File: config.mk
export PLATFORM = sky130hd
export DESIGN_NAME = port_knock_sequence_tracker_core_flat
export DESIGN_NICKNAME = d
export VERILOG_FILES = /design/src/pkst_pkg.sv /design/src/pkst_if.sv /design/src/pkst_slot_table.sv /design/src/port_knock_sequence_tracker_core.sv /design/src/flat_wrapper.sv
export SDC_FILE = /design/constraint.sdc
export NUM_CORES = 1
export LEC_CHECK = 0
export ABC_AREA = 1
export BUFFER_PORTS_ARGS = -buffer_cell sky130_fd_sc_hd__buf_2
export CORE_MARGIN = 2
export CORE_UTILIZATION = 40
export DETAILED_ROUTE_END_ITERATION = 10
export PLACE_DENSITY = 0.55
export SYNTH_ARGS = -nofsm -noshare
export SYNTH_HDL_FRONTEND = slang
export SYNTH_SLANG_ARGS = --single-unit
export TNS_END_PERCENT = 5
File: constraint.sdc
create_clock -name clock -period 3.7 [get_ports clock]
set_clock_uncertainty 0.15 [all_clocks]
set_input_delay 0.185 -clock clock [delete_from_list [all_inputs] [get_ports clock]]
set_output_delay 0.185 -clock clock [all_outputs]
set_load 0.05 [all_outputs]
File: src/pkst_pkg.sv
// ---------------------------------------------------------------------------
// Port knock sequence tracker package
// Types and constants shared by the tracker core and its slot table.
// ---------------------------------------------------------------------------
package pkst_pkg;

   // Outcome codes carried in each result word.
   typedef enum logic [2:0] {
      OUT_STARTED  = 3'd0,
      OUT_ADVANCED = 3'd1,
      OUT_EVICTED  = 3'd2,
      OUT_IGNORED  = 3'd3,
      OUT_ADMITTED = 3'd4,
      OUT_REJECTED = 3'd5,
      OUT_FULL     = 3'd6
   } outcome_type;

   // Fixed field widths.
   localparam int unsigned ADDR_W  = 32;
   localparam int unsigned POS_W   = 3;
   localparam int unsigned LEN_W   = 4;

   // Length register reset value and the shortest sequence allowed.
   localparam logic [LEN_W-1:0] LEN_RESET = 4'd3;
   localparam logic [LEN_W-1:0] LEN_MIN   = 4'd2;

   // Stage given to a client on its first knock.
   localparam logic [POS_W-1:0] STAGE_FIRST = 3'd1;

   // One row of the slot table.
   typedef struct packed {
      logic [POS_W-1:0]  stage;
      logic [ADDR_W-1:0] address;
   } slot_entry_type;

   // Update command from the sequencer to the slot table.
   typedef struct packed {
      logic write;
      logic set_valid;
      logic clear_valid;
   } table_cmd_type;

endpackage

File: src/pkst_if.sv
// ---------------------------------------------------------------------------
// Port knock sequence tracker channels
// Valid/ready channels for knock request words and result words.
// ---------------------------------------------------------------------------
interface pkst_req_if
   import pkst_pkg::*;
();
   logic              valid;
   logic              ready;
   logic [ADDR_W-1:0] client_address;
   logic [POS_W-1:0]  knock_position;

   modport source (output valid, output client_address, output knock_position, input ready);
   modport sink   (input valid, input client_address, input knock_position, output ready);
endinterface

interface pkst_rsp_if
   import pkst_pkg::*;
();
   logic        valid;
   logic        ready;
   logic        admit;
   outcome_type outcome;

   modport source (output valid, output admit, output outcome, input ready);
   modport sink   (input valid, input admit, input outcome, output ready);
endinterface

File: src/pkst_slot_table.sv
// ---------------------------------------------------------------------------
// Port knock slot table
// Client address and stage memory with one registered read port, one write
// port and a valid flip-flop per slot that reset clears at once.
// ---------------------------------------------------------------------------
module pkst_slot_table
   import pkst_pkg::*;
#(
   parameter int unsigned TABLE_SLOTS = 16,
   parameter int unsigned IDX_W       = 4
) (
   input  logic                   clock,
   input  logic                   reset,
   input  logic [IDX_W-1:0]       rd_idx,
   output slot_entry_type         rd_entry,
   input  table_cmd_type          cmd,
   input  logic [IDX_W-1:0]       wr_idx,
   input  slot_entry_type         wr_entry,
   output logic [TABLE_SLOTS-1:0] valid
);

   slot_entry_type           mem [TABLE_SLOTS];
   slot_entry_type           rd_entry_ff;
   logic [TABLE_SLOTS-1:0]   valid_ff;
   logic [TABLE_SLOTS-1:0]   valid_in;

   // Registered read of the row under scan.
   always_ff @(posedge clock) begin
      rd_entry_ff <= mem[rd_idx];
   end

   // Row write from the sequencer.
   always_ff @(posedge clock) begin
      if (cmd.write) begin
         mem[wr_idx] <= wr_entry;
      end
   end

   // Valid bits mark the rows that hold a live client.
   always_comb begin
      valid_in = valid_ff;
      if (cmd.set_valid) begin
         valid_in[wr_idx] = 1'b1;
      end else if (cmd.clear_valid) begin
         valid_in[wr_idx] = 1'b0;
      end
   end

   always_ff @(posedge clock) begin
      if (reset) begin
         valid_ff <= '0;
      end else begin
         valid_ff <= valid_in;
      end
   end

   assign rd_entry = rd_entry_ff;
   assign valid    = valid_ff;

   // A slot is never set and cleared by the same command.
   a_set_clear_excl: assert property (@(posedge clock) disable iff (reset)
      !(cmd.set_valid && cmd.clear_valid))
      else $error("slot table: set and clear in one command");

   // Marking a slot live always comes with a row write.
   a_set_writes: assert property (@(posedge clock) disable iff (reset)
      cmd.set_valid |-> cmd.write)
      else $error("slot table: slot made valid without a row write");

   // A set slot reads as live on the next cycle.
   a_set_lands: assert property (@(posedge clock) disable iff (reset)
      cmd.set_valid |=> valid_ff[$past(wr_idx)])
      else $error("slot table: valid bit not set after insert");

endmodule

File: src/port_knock_sequence_tracker_core.sv
// Scan: a request word accepted in idle is compared with the table rows in order,
// from slot 0, stopping at a match or after the last of the TABLE_SLOTS rows.
// Flow: a new word is taken only in idle, after the last word's result is loaded,
// since the single address comparator visits one table row at a time (read, compare).
// Reset: all slots become free at once, the sequence length returns to 3, and no
// clearing pass is needed; the block is ready as soon as reset drops.
// ---------------------------------------------------------------------------
// Port knock sequence tracker core
// Tracks each client's progress through a port knock sequence with a slot
// table that a small sequencer scans one row at a time.
// ---------------------------------------------------------------------------
module port_knock_sequence_tracker_core
   import pkst_pkg::*;
#(
   parameter int unsigned TABLE_SLOTS  = 16,
   parameter int unsigned MAX_SEQUENCE = 8
) (
   input  logic             clock,
   input  logic             reset,
   pkst_req_if.sink         req_if,
   pkst_rsp_if.source       rsp_if,
   input  logic             csr_write_enable,
   input  logic [LEN_W-1:0] csr_write_data
);

   localparam int unsigned IDX_W = (TABLE_SLOTS > 1) ? $clog2(TABLE_SLOTS) : 1;
   localparam logic [IDX_W-1:0] LAST_IDX = IDX_W'(TABLE_SLOTS - 1);
   localparam logic [LEN_W-1:0] LEN_MAX  = LEN_W'(MAX_SEQUENCE);

   typedef enum logic [3:0] {
      S_IDLE    = 4'b0001,
      S_READ    = 4'b0010,
      S_COMPARE = 4'b0100,
      S_DECIDE  = 4'b1000
   } state_type;

   state_type         state_ff, state_in;
   logic [LEN_W-1:0]  seq_len_ff;
   logic [LEN_W-1:0]  len_ff, len_in;
   logic [ADDR_W-1:0] addr_ff;
   logic [POS_W-1:0]  pos_ff;
   logic [IDX_W-1:0]  scan_idx_ff, scan_idx_in;
   logic              match_found_ff, match_found_in;
   logic [IDX_W-1:0]  match_idx_ff, match_idx_in;
   logic [POS_W-1:0]  match_stage_ff, match_stage_in;
   logic              free_found_ff, free_found_in;
   logic [IDX_W-1:0]  free_idx_ff, free_idx_in;
   logic              rsp_valid_ff, rsp_valid_in;
   logic              rsp_admit_ff, rsp_admit_in;
   outcome_type       rsp_outcome_ff, rsp_outcome_in;

   slot_entry_type         rd_entry;
   slot_entry_type         wr_entry;
   logic [IDX_W-1:0]       wr_idx;
   table_cmd_type          cmd;
   logic [TABLE_SLOTS-1:0] valid;

   logic             req_accept;
   logic             out_free;
   logic             row_hit;
   logic [POS_W-1:0] last_pos;
   outcome_type      outcome;

   pkst_slot_table #(
      .TABLE_SLOTS (TABLE_SLOTS),
      .IDX_W       (IDX_W)
   ) u_table (
      .clock    (clock),
      .reset    (reset),
      .rd_idx   (scan_idx_ff),
      .rd_entry (rd_entry),
      .cmd      (cmd),
      .wr_idx   (wr_idx),
      .wr_entry (wr_entry),
      .valid    (valid)
   );

   // Sequence length register.
   always_ff @(posedge clock) begin
      if (reset) begin
         seq_len_ff <= LEN_RESET;
      end else if (csr_write_enable) begin
         seq_len_ff <= csr_write_data;
      end
   end

   // Effective length is clamped into the supported range at accept time.
   always_comb begin
      if (seq_len_ff < LEN_MIN) begin
         len_in = LEN_MIN;
      end else if (seq_len_ff > LEN_MAX) begin
         len_in = LEN_MAX;
      end else begin
         len_in = seq_len_ff;
      end
   end

   assign req_accept = req_if.valid && req_if.ready;
   assign out_free   = !rsp_valid_ff || rsp_if.ready;
   assign row_hit    = valid[scan_idx_ff] && (rd_entry.address == addr_ff);
   assign last_pos   = POS_W'(len_ff - 4'd1);

   // Request word capture.
   always_ff @(posedge clock) begin
      if (req_accept) begin
         addr_ff <= req_if.client_address;
         pos_ff  <= req_if.knock_position;
         len_ff  <= len_in;
      end
   end

   // Sequencer: scan rows until a match or the end, then decide and update.
   always_comb begin
      state_in       = state_ff;
      scan_idx_in    = scan_idx_ff;
      match_found_in = match_found_ff;
      match_idx_in   = match_idx_ff;
      match_stage_in = match_stage_ff;
      free_found_in  = free_found_ff;
      free_idx_in    = free_idx_ff;
      case (state_ff)
         S_IDLE: begin
            if (req_accept) begin
               state_in       = S_READ;
               scan_idx_in    = '0;
               match_found_in = 1'b0;
               free_found_in  = 1'b0;
            end
         end
         S_READ: begin
            state_in = S_COMPARE;
         end
         S_COMPARE: begin
            if (!valid[scan_idx_ff] && !free_found_ff) begin
               free_found_in = 1'b1;
               free_idx_in   = scan_idx_ff;
            end
            if (row_hit) begin
               match_found_in = 1'b1;
               match_idx_in   = scan_idx_ff;
               match_stage_in = rd_entry.stage;
               state_in       = S_DECIDE;
            end else if (scan_idx_ff == LAST_IDX) begin
               state_in = S_DECIDE;
            end else begin
               scan_idx_in = scan_idx_ff + IDX_W'(1);
               state_in    = S_READ;
            end
         end
         S_DECIDE: begin
            if (out_free) begin
               state_in = S_IDLE;
            end
         end
         default: begin
            state_in = S_IDLE;
         end
      endcase
   end

   // Outcome and table update for the word under decision.
   always_comb begin
      cmd              = '0;
      wr_idx           = match_idx_ff;
      wr_entry.address = addr_ff;
      wr_entry.stage   = STAGE_FIRST;
      if ({1'b0, pos_ff} >= len_ff) begin
         outcome = OUT_IGNORED;
      end else if (pos_ff == '0) begin
         if (match_found_ff || free_found_ff) begin
            outcome       = OUT_STARTED;
            cmd.write     = 1'b1;
            cmd.set_valid = 1'b1;
            wr_idx        = match_found_ff ? match_idx_ff : free_idx_ff;
         end else begin
            outcome = OUT_FULL;
         end
      end else if (!match_found_ff) begin
         outcome = OUT_IGNORED;
      end else if (pos_ff == last_pos) begin
         outcome         = (match_stage_ff == last_pos) ? OUT_ADMITTED : OUT_REJECTED;
         cmd.clear_valid = 1'b1;
      end else if (match_stage_ff == pos_ff) begin
         outcome        = OUT_ADVANCED;
         cmd.write      = 1'b1;
         wr_entry.stage = pos_ff + POS_W'(1);
      end else begin
         outcome         = OUT_EVICTED;
         cmd.clear_valid = 1'b1;
      end
      if (!(state_ff == S_DECIDE && out_free)) begin
         cmd = '0;
      end
   end

   // Result word register, loaded as the decision completes.
   always_comb begin
      rsp_valid_in   = rsp_valid_ff && !rsp_if.ready;
      rsp_admit_in   = rsp_admit_ff;
      rsp_outcome_in = rsp_outcome_ff;
      if (state_ff == S_DECIDE && out_free) begin
         rsp_valid_in   = 1'b1;
         rsp_admit_in   = (outcome == OUT_ADMITTED);
         rsp_outcome_in = outcome;
      end
   end

   always_ff @(posedge clock) begin
      if (reset) begin
         state_ff     <= S_IDLE;
         rsp_valid_ff <= 1'b0;
      end else begin
         state_ff     <= state_in;
         rsp_valid_ff <= rsp_valid_in;
      end
   end

   always_ff @(posedge clock) begin
      scan_idx_ff    <= scan_idx_in;
      match_found_ff <= match_found_in;
      match_idx_ff   <= match_idx_in;
      match_stage_ff <= match_stage_in;
      free_found_ff  <= free_found_in;
      free_idx_ff    <= free_idx_in;
      rsp_admit_ff   <= rsp_admit_in;
      rsp_outcome_ff <= rsp_outcome_in;
   end

   assign req_if.ready   = (state_ff == S_IDLE);
   assign rsp_if.valid   = rsp_valid_ff;
   assign rsp_if.admit   = rsp_admit_ff;
   assign rsp_if.outcome = rsp_outcome_ff;

   // An accepted word always starts a table scan.
   a_accept_scans: assert property (@(posedge clock) disable iff (reset)
      req_accept |=> state_ff == S_READ)
      else $error("tracker: accepted word did not start a scan");

   // The scan never leaves the table.
   a_scan_bound: assert property (@(posedge clock) disable iff (reset)
      state_ff == S_COMPARE |-> scan_idx_ff <= LAST_IDX)
      else $error("tracker: scan index beyond table");

   // An insert only targets a matched or a free slot.
   a_insert_target: assert property (@(posedge clock) disable iff (reset)
      cmd.set_valid |-> (match_found_ff || free_found_ff))
      else $error("tracker: insert without a target slot");

   // Admit is raised exactly for the admitted outcome.
   a_admit_code: assert property (@(posedge clock) disable iff (reset)
      rsp_valid_ff |-> (rsp_admit_ff == (rsp_outcome_ff == OUT_ADMITTED)))
      else $error("tracker: admit flag disagrees with outcome");

endmodule
File: src/flat_wrapper.sv
// flat-port wrapper written by rule: the top's interface ports become plain ports
module port_knock_sequence_tracker_core_flat import pkst_pkg::*;
#(
   parameter int unsigned TABLE_SLOTS  = 16,
   parameter int unsigned MAX_SEQUENCE = 8
)
  (clock, reset, csr_write_enable, csr_write_data, req_if_valid, req_if_client_address, req_if_knock_position, req_if_ready, rsp_if_valid, rsp_if_admit, rsp_if_outcome, rsp_if_ready);
  pkst_req_if req_if_i ();
  pkst_rsp_if rsp_if_i ();
  input  logic clock;
  input  logic reset;
  input  logic csr_write_enable;
  input  logic [LEN_W-1:0] csr_write_data;
  input wire logic [$bits(req_if_i.valid)-1:0] req_if_valid;
  input wire logic [$bits(req_if_i.client_address)-1:0] req_if_client_address;
  input wire logic [$bits(req_if_i.knock_position)-1:0] req_if_knock_position;
  output wire logic [$bits(req_if_i.ready)-1:0] req_if_ready;
  output wire logic [$bits(rsp_if_i.valid)-1:0] rsp_if_valid;
  output wire logic [$bits(rsp_if_i.admit)-1:0] rsp_if_admit;
  output wire logic [$bits(rsp_if_i.outcome)-1:0] rsp_if_outcome;
  input wire logic [$bits(rsp_if_i.ready)-1:0] rsp_if_ready;
  assign req_if_i.valid = req_if_valid;
  assign req_if_i.client_address = req_if_client_address;
  assign req_if_i.knock_position = req_if_knock_position;
  assign req_if_ready = req_if_i.ready;
  assign rsp_if_valid = rsp_if_i.valid;
  assign rsp_if_admit = rsp_if_i.admit;
  assign rsp_if_outcome = rsp_if_i.outcome;
  assign rsp_if_i.ready = rsp_if_ready;
  port_knock_sequence_tracker_core #(.TABLE_SLOTS(TABLE_SLOTS), .MAX_SEQUENCE(MAX_SEQUENCE)) u_core (.clock(clock), .reset(reset), .req_if(req_if_i), .rsp_if(rsp_if_i), .csr_write_enable(csr_write_enable), .csr_write_data(csr_write_data));
endmodule
# [After elaboration in Yosys (flattened, before gate mapping)]
# Memories as Yosys holds them, arrays and structs flattened. A register that Yosys moved wholly into a read port is not among the register bits.
# Cells that the tools add are included.
[classes] addsub=3 n_lt_le_gt_ge=6 n_eq_ne=16 n_mux=52 bitwise=3 n_reduce_logical=22
[ops] operator="$mux 4" count=12
[ops] operator="$mux 3" count=12
[ops] operator="$eq 32x32->1" count=1
[ops] operator="$mux 16" count=2
[ops] operator="$mux 1" count=18
[ops] operator="$and 16x16->16" count=1
[ops] operator="$not 16->16" count=1
[ops] operator="$or 16x16->16" count=1
[ops] operator="$pmux 4 s4" count=1
[ops] operator="$lt 4x5->1 const B" count=2
[ops] operator="$eq 3x3->1" count=3
[ops] operator="$eq 4x4->1 const B" count=2
[ops] operator="$pmux 4 s2" count=1
[ops] operator="$logic_and 1x1->1" count=6
[ops] operator="$ne 2x1->1 const B" count=3
[ops] operator="$ne 2x2->1 const B" count=3
[ops] operator="$reduce_and 2->1" count=3
[ops] operator="$reduce_and 3->1" count=2
[ops] operator="$add 4x1->4 const B" count=1
[ops] operator="$bmux 1 s4" count=1
[ops] operator="$demux 1 s4" count=1
[ops] operator="$eq 4x1->1 const B" count=1
[ops] operator="$eq 4x2->1 const B" count=1
[ops] operator="$eq 4x3->1 const B" count=1
[ops] operator="15 further kinds" count=22
[word_totals] reg_bits=85 ramBits=560 inputBits=44 output_inout_bits=6 elab_cells=119 n_memories=1
[memory_table] name="u_core.u_table.mem" depth=16 word_bits=35 read_ports=1 rd_ports_with_merged_regs=1 write_ports=1 line_no="pkst_slot_table.sv:22" rtl="slot_entry_type mem [TABLE_SLOTS];"

# [Depth between registers and ports, before layout]
# Gate-level depths: netlist of the first run.
[depth] depth_word=12 depth_mapped=14 mapped_depth_nobuf=13

# [Modules after synthesis]
# From an unflattened synthesis of the first run, not the netlist that was laid out.
[unflattened] hier_cells=2794 area_unflattened_um2=28811.4
[by_module_without_submodules] module="pkst_slot_table" instances=1 cells_per_inst=2408 area_each_um2=25265.5 seq_area_each_um2=17837.1
[by_module_without_submodules] module="port_knock_sequence_tracker_core" instances=1 cells_per_inst=386 area_each_um2=3545.9 seq_area_each_um2=1981.9

# [Worst setup path before layout of the first run]
# Ideal clock, no wire load.
[synth_path] kind="reg2reg" startpoint="register u_core.state_ff[3]" endpoint="register u_core.addr_ff[0], enable pin" setup_ns=0.436 t_arrival_ns=3.967 required_ns=3.114 slack_ns=-0.853 stages_incl_launch_ff=4 path_buffers=0 synth_period_minus_slack_ns=4.553 cell_sequence="dfxtp_1 -> nor4_1 -> inv_1 -> nor2_1"
[synth_via] elab_chain_cells=2
[synth_lines] item="start, declared" line_no="port_knock_sequence_tracker_core.sv:37" rtl="state_type state_ff, state_in;"
[synth_lines] item="start signal, assigned" line_no="port_knock_sequence_tracker_core.sv:213" rtl="state_ff <= state_in;"
[synth_lines] item="$eq 4x1->1" line_no="port_knock_sequence_tracker_core.sv:229" rtl="assign req_if.ready = (state_ff == S_IDLE);"
[synth_lines] item="via req_if_ready" line_no="flat_wrapper.sv:17" rtl="output wire logic [$bits(req_if_i.ready)-1:0] req_if_ready;"
[synth_lines] item="$logic_and 1x1->1" line_no="port_knock_sequence_tracker_core.sv:98" rtl="assign req_accept = req_if.valid && req_if.ready;"
[synth_lines] item="via u_core.req_accept" line_no="port_knock_sequence_tracker_core.sv:58" rtl="logic req_accept;"
[synth_lines] item="end signal, assigned" line_no="port_knock_sequence_tracker_core.sv:106" rtl="addr_ff <= req_if.client_address;"
[synth_lines] item="end, declared" line_no="port_knock_sequence_tracker_core.sv:40" rtl="logic [ADDR_W-1:0] addr_ff;"
# The timed path passes the listed nets, and every way through them passes these cells.
# A chain may end at the register's enable or synchronous reset.

# [Final worst setup path of the first run]
[layout_path] startpoint="register u_core.pos_ff[1]" endpoint="memory u_core.u_table.mem[11][22] in the netlist's numbering, enable pin"
[layout_via] elab_chain_cells=9 elab_cells_between_ends=14 classes_between="1 x order compare; 2 x eq/ne; 10 x mux; 1 x reduce/logical"
[layout_lines] item="start, declared" line_no="port_knock_sequence_tracker_core.sv:41" rtl="logic [POS_W-1:0] pos_ff;"
[layout_lines] item="start signal, assigned" line_no="port_knock_sequence_tracker_core.sv:107" rtl="pos_ff <= req_if.knock_position;"
[layout_lines] item="$eq 3x3->1" line_no="port_knock_sequence_tracker_core.sv:183" rtl="end else if (match_stage_ff == pos_ff) begin"
[layout_lines] item="$mux 1" line_no="port_knock_sequence_tracker_core.sv:183"
[layout_lines] item="$mux 1" line_no="port_knock_sequence_tracker_core.sv:180" rtl="end else if (pos_ff == last_pos) begin"
[layout_lines] item="$mux 1" line_no="port_knock_sequence_tracker_core.sv:178" rtl="end else if (!match_found_ff) begin"
[layout_lines] item="$mux 1" line_no="port_knock_sequence_tracker_core.sv:169" rtl="end else if (pos_ff == '0) begin"
[layout_lines] item="$mux 3" line_no="port_knock_sequence_tracker_core.sv:167" rtl="if ({1'b0, pos_ff} >= len_ff) begin"
[layout_lines] item="$mux 3" line_no="port_knock_sequence_tracker_core.sv:191" rtl="if (!(state_ff == S_DECIDE && out_free)) begin"
[layout_lines] item="$mux 1" line_no="pkst_slot_table.sv:34" rtl="if (cmd.write) begin"
[layout_lines] item="$mux 1 (implied by the code)" line_no="pkst_slot_table.sv:35" rtl="mem[wr_idx] <= wr_entry;"
[layout_lines] item="end, declared" line_no="pkst_slot_table.sv:22"
# Several ways; a longest one is shown, not always the timed one.

==> results.ini, run 1 <==
[clock_tree]
cts_tree=built
path_clk_slew_ns=0.06
cts_made_buffers=73
postCtsHoldBufs=51
clock_path_buffers=3
root_buffer=clkbuf_16
clock_sinks=680
postCtsSetupRepairBufs=0
insertion_delay_ns=0.60
post_cts_resized=0
htree_levels=3

[routing]
drc=0
drt_pass1_iterations=6
drt-total-wl_mm=65.0
drtIter0Drc=1414
wl_per_cell_um=21.5
ant_nets=0
avgViaCountPerCell=5.35
dr_total_vias=16200

[sta]
slew_violations=0
hold_violations=0
max_freq_mhz=315
min_period_over_period_pct=85.8
layout_min_cycle_time_ns=3.17
rsz0062_at_grt=no
max-slew-margin-rel_pct=39.1
setup_ws_ns=0.526
worst_slew_pin_slew_ns=0.914
setup_viol=0

[layout]
mostFrequentLayoutCells=edfxtp_1, nor2_1, nand2_1, o21ai_0, nand3_1
fin_area_mm2=0.0312
syn_to_final_growth_pct=17.0
layout_commonest_cell=edfxtp_1
multi_input_area_mm2=0.00626
final_layout_size_suffix_gt1_share_pct=12.9
fin_util_pct=47.4
regArea_mm2=0.0198
antenna_cells=0
nets=2147
fill_cells=5804

[floorplanning]
start_util_pct=40.5
dieHeight_um=262
core_mm2=0.0659
die_x_um=262
rows=94
die_area_mm2=0.0688
io_pins=50

[critical_path]
worstSetupEndpointType=register
path_cells=ha_1 -> nand2_1 -> nand2_1 -> nand2_1 -> and3_1 -> nand2_4 -> o21bai_4 -> buf_4 -> nor2_4 -> buf_12
crit_path_max_incr_delay_ns=0.47
cpMaxStageDelayCell=edfxtp_1
critPathRequiredTime_ns=3.82
critPathMostFrequentCell=nand2_1
startpoint_type=register
cp_max_fo=35
critPathKind=reg2reg
cp.arrival_ns=3.30

[placement]
dp_hpwl_mm=36.8
detailedPlace.worstSlack_ns=0.509
io_buffers=49
placed_cell_area_mm2=0.0283
gp_congestion=0.819

[global_routing]
antenna_found_initial=0
globalRouteMet2Util_pct=31.4
grt_pass1_vias=16300
track_usage_pct=18.9
grt_start_max_net_pins=139
gr-total-overflow=0
grt_use_met3_pct=3.00
use_met1_pct=25.0
busiest_layer=met2
grt_first_pass_wirelength_mm=99.6

[yosys]
ys.warnings.count=0
netlist_area_mm2=0.0267
async_flop_share_pct=0
synth_cell_type_count=38
syn_nets=2021
synth_edf_count=620
ys_seq_area_share_pct=74.3
synth_top_flop_cell=edfxtp_1
synth_cells=1970
ys_ff_latch=680
postSynthAreaPerCell_um2=13.5

[power]
ir_worst_vdd_mv=0.383
power_leakage_uw=0.0104
cellPowerDensity_mw_per_mm2=625
power_uw=19500

[hold_path]
min_path_type=in2reg

[run_status]
status=finished, final reports clean

[run]
drv_cap=0

==> logic make-up (layout without fill, tap and decap cells) <==
logic type	after synthesis	in the layout	share of synthesized area, %
compound gates	340	340	8.54
xor+xnor	38	38	1.25
fa+ha+maj	7	7	0.328
buf+inv	172	357	2.81
flops	680	680	74.3
mux	56	56	2.10
simple gates	677	677	10.7
==> critical path: cells and delay by family (launching register included) <==
| family | cells | cell delay (ns) |
|---|---|---|
| simple gates | 6 | 0.87 |
| buf+inv | 2 | 0.52 |
| compound gates | 1 | 0.37 |
| flops | 1 | 0.47 |
| fa+ha+maj | 1 | 0.39 |
==> power breakdown <==
group / total [uW] / leakage, uW / switching (uW) / internal (uW)
Clock: 7170 / 0.00117 / 2900 / 4280
Sequential: 9060 / 0.00602 / 229 / 8840
Combinational: 3260 / 0.00317 / 2220 / 1040
Total: 19500 / 0.0104 / 5350 / 14100
==> per-layer routing <==
metal | vias to the layer above | share of wire, %
met1 | 8091 | 43
met4 | 0 | 3.2
met3 | 97 | 4.7
met2 | 408 | 49
li1 | 7557 | -
met5 | - | 0
==> through the flow <==
step	setup TNS, ns	hold slack [ns]	instances
floorplan	-79.74	0.134	1970
global placement	0	0.211	2834
detailed placement	0	0.213	2834
CTS	0	0.105	3019
global route	0	0.134	3019
finish	0	0.137	3019
==> path summary, 6_finish.rpt <==
kind | endpoint | depth (start not counted) | slack, ns | from
min reg2reg | u_core.match_stage_ff[0] | 0 | 0.25 | u_core.u_table.rd_entry[32]
max | u_core.u_table.mem[11][22] | 10 | 0.53 | u_core.pos_ff[1]
max reg2reg | u_core.u_table.mem[11][22] | 10 | 0.53 | u_core.pos_ff[1]
min | u_core.addr_ff[11] | 2 | 0.14 | req_if_client_address[11]
==> area by class of cell <==
type / count / area share (%)
clock buffer: 101 / 6.66
clock inverter: 33 / 0.934
inverter: 49 / 0.606
multi-input combinational: 1118 / 20.1
sequential: 680 / 63.5
tap: 864 / 3.46
timing repair buffer: 174 / 4.76
==> cells in the mapped netlist (3+ instances only) <==
| library cell | count | share of area [%] |
|---|---|---|
| a21oi_1 | 24 | 0.45 |
| and3_1 | 3 | 0.070 |
| buf_1 | 8 | 0.11 |
| buf_2 | 33 | 0.62 |
| buf_4 | 7 | 0.20 |
| buf_6 | 5 | 0.21 |
| clkbuf_1 | 70 | 0.98 |
| dfxtp_1 | 60 | 4.5 |
| edfxtp_1 | 620 | 70 |
| ha_1 | 7 | 0.33 |
| inv_1 | 45 | 0.63 |
| inv_2 | 3 | 0.042 |
| mux2i_1 | 56 | 2.1 |
| nand2_1 | 157 | 2.2 |
| nand2_2 | 7 | 0.16 |
| nand3_1 | 106 | 2.0 |
| nand4_1 | 13 | 0.30 |
| nor2_1 | 369 | 5.2 |
| nor2_2 | 9 | 0.21 |
| o211ai_1 | 16 | 0.45 |
| o21ai_0 | 157 | 2.9 |
| o221ai_1 | 56 | 1.8 |
| o32ai_1 | 84 | 2.8 |
| xnor2_1 | 13 | 0.43 |
| xor2_1 | 25 | 0.82 |
==> state kept, by name, indices dropped and copies added (netlist names), named ones only <==
| name | count |
|---|---|
| u_core.rsp_if.admit | 1 |
| u_core.seq_len_ff | 4 |
| u_core.state_ff | 4 |
| u_core.free_found_ff | 1 |
| u_core.addr_ff | 32 |
| u_core.u_table.mem | 560 |
| u_core.free_idx_ff | 4 |
| u_core.match_stage_ff | 3 |
| u_core.match_idx_ff | 4 |
| u_core.rsp_if.valid | 1 |
| u_core.u_table.rd_entry | 35 |
| u_core.scan_idx_ff | 4 |
| u_core.pos_ff | 3 |
| u_core.rsp_if.outcome | 3 |
| u_core.match_found_ff | 1 |
| u_core.len_ff | 4 |
No activity file was read; power rests on OpenSTA's default activity.
==> run 2: changes to the inputs <==
- CTS_BUF_LIST: default -> sky130_fd_sc_hd__clkbuf_8
==> run 2 against run 1 <==
Register-to-register slack about the same; die area unchanged; combinational power hardly changed; sequential power hardly changed; clock-buffer cell count up 22; via count is 2.6% higher; wire length up 1.3%; clock power down 14%; critical path depth did not move; non-clock buffer count up 21; global-route usage up 0.088 points.
==> results.ini, run 2 (synthesis gave the netlist of run 1 again) <==
[layout]
fin_area_mm2=0.0312
layout_commonest_cell=edfxtp_1
final_layout_size_suffix_gt1_share_pct=14.2
syn_to_final_growth_pct=16.8
regArea_mm2=0.0198
multi_input_area_mm2=0.00626
fin_util_pct=47.3
fill_cells=5879
nets=2207
largest_register_ffs=560
regMostFlops=u_core.u_table.mem
mostFrequentLayoutCells=edfxtp_1, nor2_1, nand2_1, o21ai_0, clkbuf_8

[critical_path]
critPathTopFamily=simple AND/OR/NAND/NOR gates
cpMaxStageDelayCell=edfxtp_1
cp.arrival_ns=3.40
worstSetupEndpointType=register
r2r_end=u_core.u_table.mem[11][17]
critPathMostFrequentCell=nand2_1
cp_max_fo=35
path_cells=ha_1 -> nand2_1 -> nand2_1 -> nand2_1 -> and3_1 -> nand2_4 -> o21bai_4 -> buf_4 -> nor2_4 -> buf_12
critPathRequiredTime_ns=3.91
crit_path_max_incr_delay_ns=0.47
reg2reg_slack_ns=0.51
startpoint_type=register
r2r_start=u_core.pos_ff[1]
cp_num_buf_inv=2
ff2ff_path_depth=10
critPathKind=reg2reg

[routing]
wl_per_cell_um=21.2
ant_nets=0
avgViaCountPerCell=5.33
drt_pass1_iterations=6
drc=0
dr_total_vias=16600
drt-total-wl_mm=65.9
drtIter0Drc=1399

[power]
power_leakage_uw=0.0105
ir_worst_vdd_mv=0.319
cellPowerDensity_mw_per_mm2=595
power_uw=18500

[clock_tree]
post_cts_resized=0
postCtsHoldBufs=72
insertion_delay_ns=0.72
cts_tree=built
postCtsSetupRepairBufs=0
htree_levels=3
path_clk_slew_ns=0.06
clock_path_buffers=3
cts_made_buffers=112
root_buffer=clkbuf_8
clock_sinks=680

[placement]
placed_cell_area_mm2=0.0283
dp_hpwl_mm=36.8
io_buffers=49
gp_congestion=0.819

[sta]
rsz0062_at_grt=no
max-slew-margin-rel_pct=40.7
hold_violations=0
worst_slew_pin_slew_ns=0.890
setup_viol=0
layout_min_cycle_time_ns=3.19
max_freq_mhz=314
holdWs_ns=0.0514
min_period_over_period_pct=86.1
slew_violations=0

[hold_path]
hold_end=u_core.pos_ff[2]
min_path_type=in2reg
hp-start=req_if_knock_position[2]
hold_depth=2

[global_routing]
antenna_found_initial=1
grt_pass1_vias=16700
track_usage_pct=19.0
grt_start_max_net_pins=139
gr-total-overflow=0
grt_first_pass_wirelength_mm=101

[floorplanning]
rows=94
io_pins=50
die_area_mm2=0.0688
start_util_pct=40.5
dieHeight_um=262
core_mm2=0.0659
die_x_um=262

[run_status]
status=finished, final reports clean

[run]
drv_cap=0

## run 2: how the worst max path moves through the flow
stage	cells after the start	from	end	slack (ns)
detailed placement	9	u_core.pos_ff[1]	u_core.u_table.mem[0][33]	0.51
global placement	9	u_core.pos_ff[1]	u_core.u_table.mem[0][33]	0.58
floorplan	10	u_core.pos_ff[1]	u_core.u_table.mem[3][0]	-0.20
global route	11	u_core.pos_ff[1]	u_core.u_table.mem[0][34]	0.35
CTS	10	u_core.pos_ff[1]	u_core.u_table.mem[11][17]	0.51
finish	10	u_core.pos_ff[1]	u_core.u_table.mem[11][17]	0.51
## run 2: per-stage QoR
| step | std cells | worst slack, ns | setup TNS, ns |
|---|---|---|---|
| 2_1_floorplan | 1970 | -0.197 | -79.74 |
| 3_3_place_gp | 2834 | 0.580 | 0 |
| 3_5_place_dp | 2834 | 0.509 | 0 |
| 4_1_cts | 3110 | 0.512 | 0 |
| 5_1_grt | 3111 | 0.345 | 0 |
| 6_report | 3111 | 0.514 | 0 |
## run 2: report_power, final
group / internal, uW / total, uW / switching, uW
clock network: 3190 / 6180 / 2990
registers: 8840 / 9070 / 230
logic: 1050 / 3290 / 2230
total: 13100 / 18500 / 5450
## run 2: final cells by class
cell class / instances / area share, %
clock inverter: 81 / 1.33
tap: 864 / 3.47
inverter: 49 / 0.606
clock buffer: 123 / 5.43
timing repair buffer: 195 / 5.45
antenna: 1 / 0.00803
multi-input combinational: 1118 / 20.1
sequential: 680 / 63.6
## run 2: metal layers
metal	global-route usage, %	up-vias	wire, um
met5	0	-	0
met2	31.3	486	32100
met3	3.41	135	3600
li1	-	7691	-
met4	7.91	0	2210
met1	24.8	8268	28000
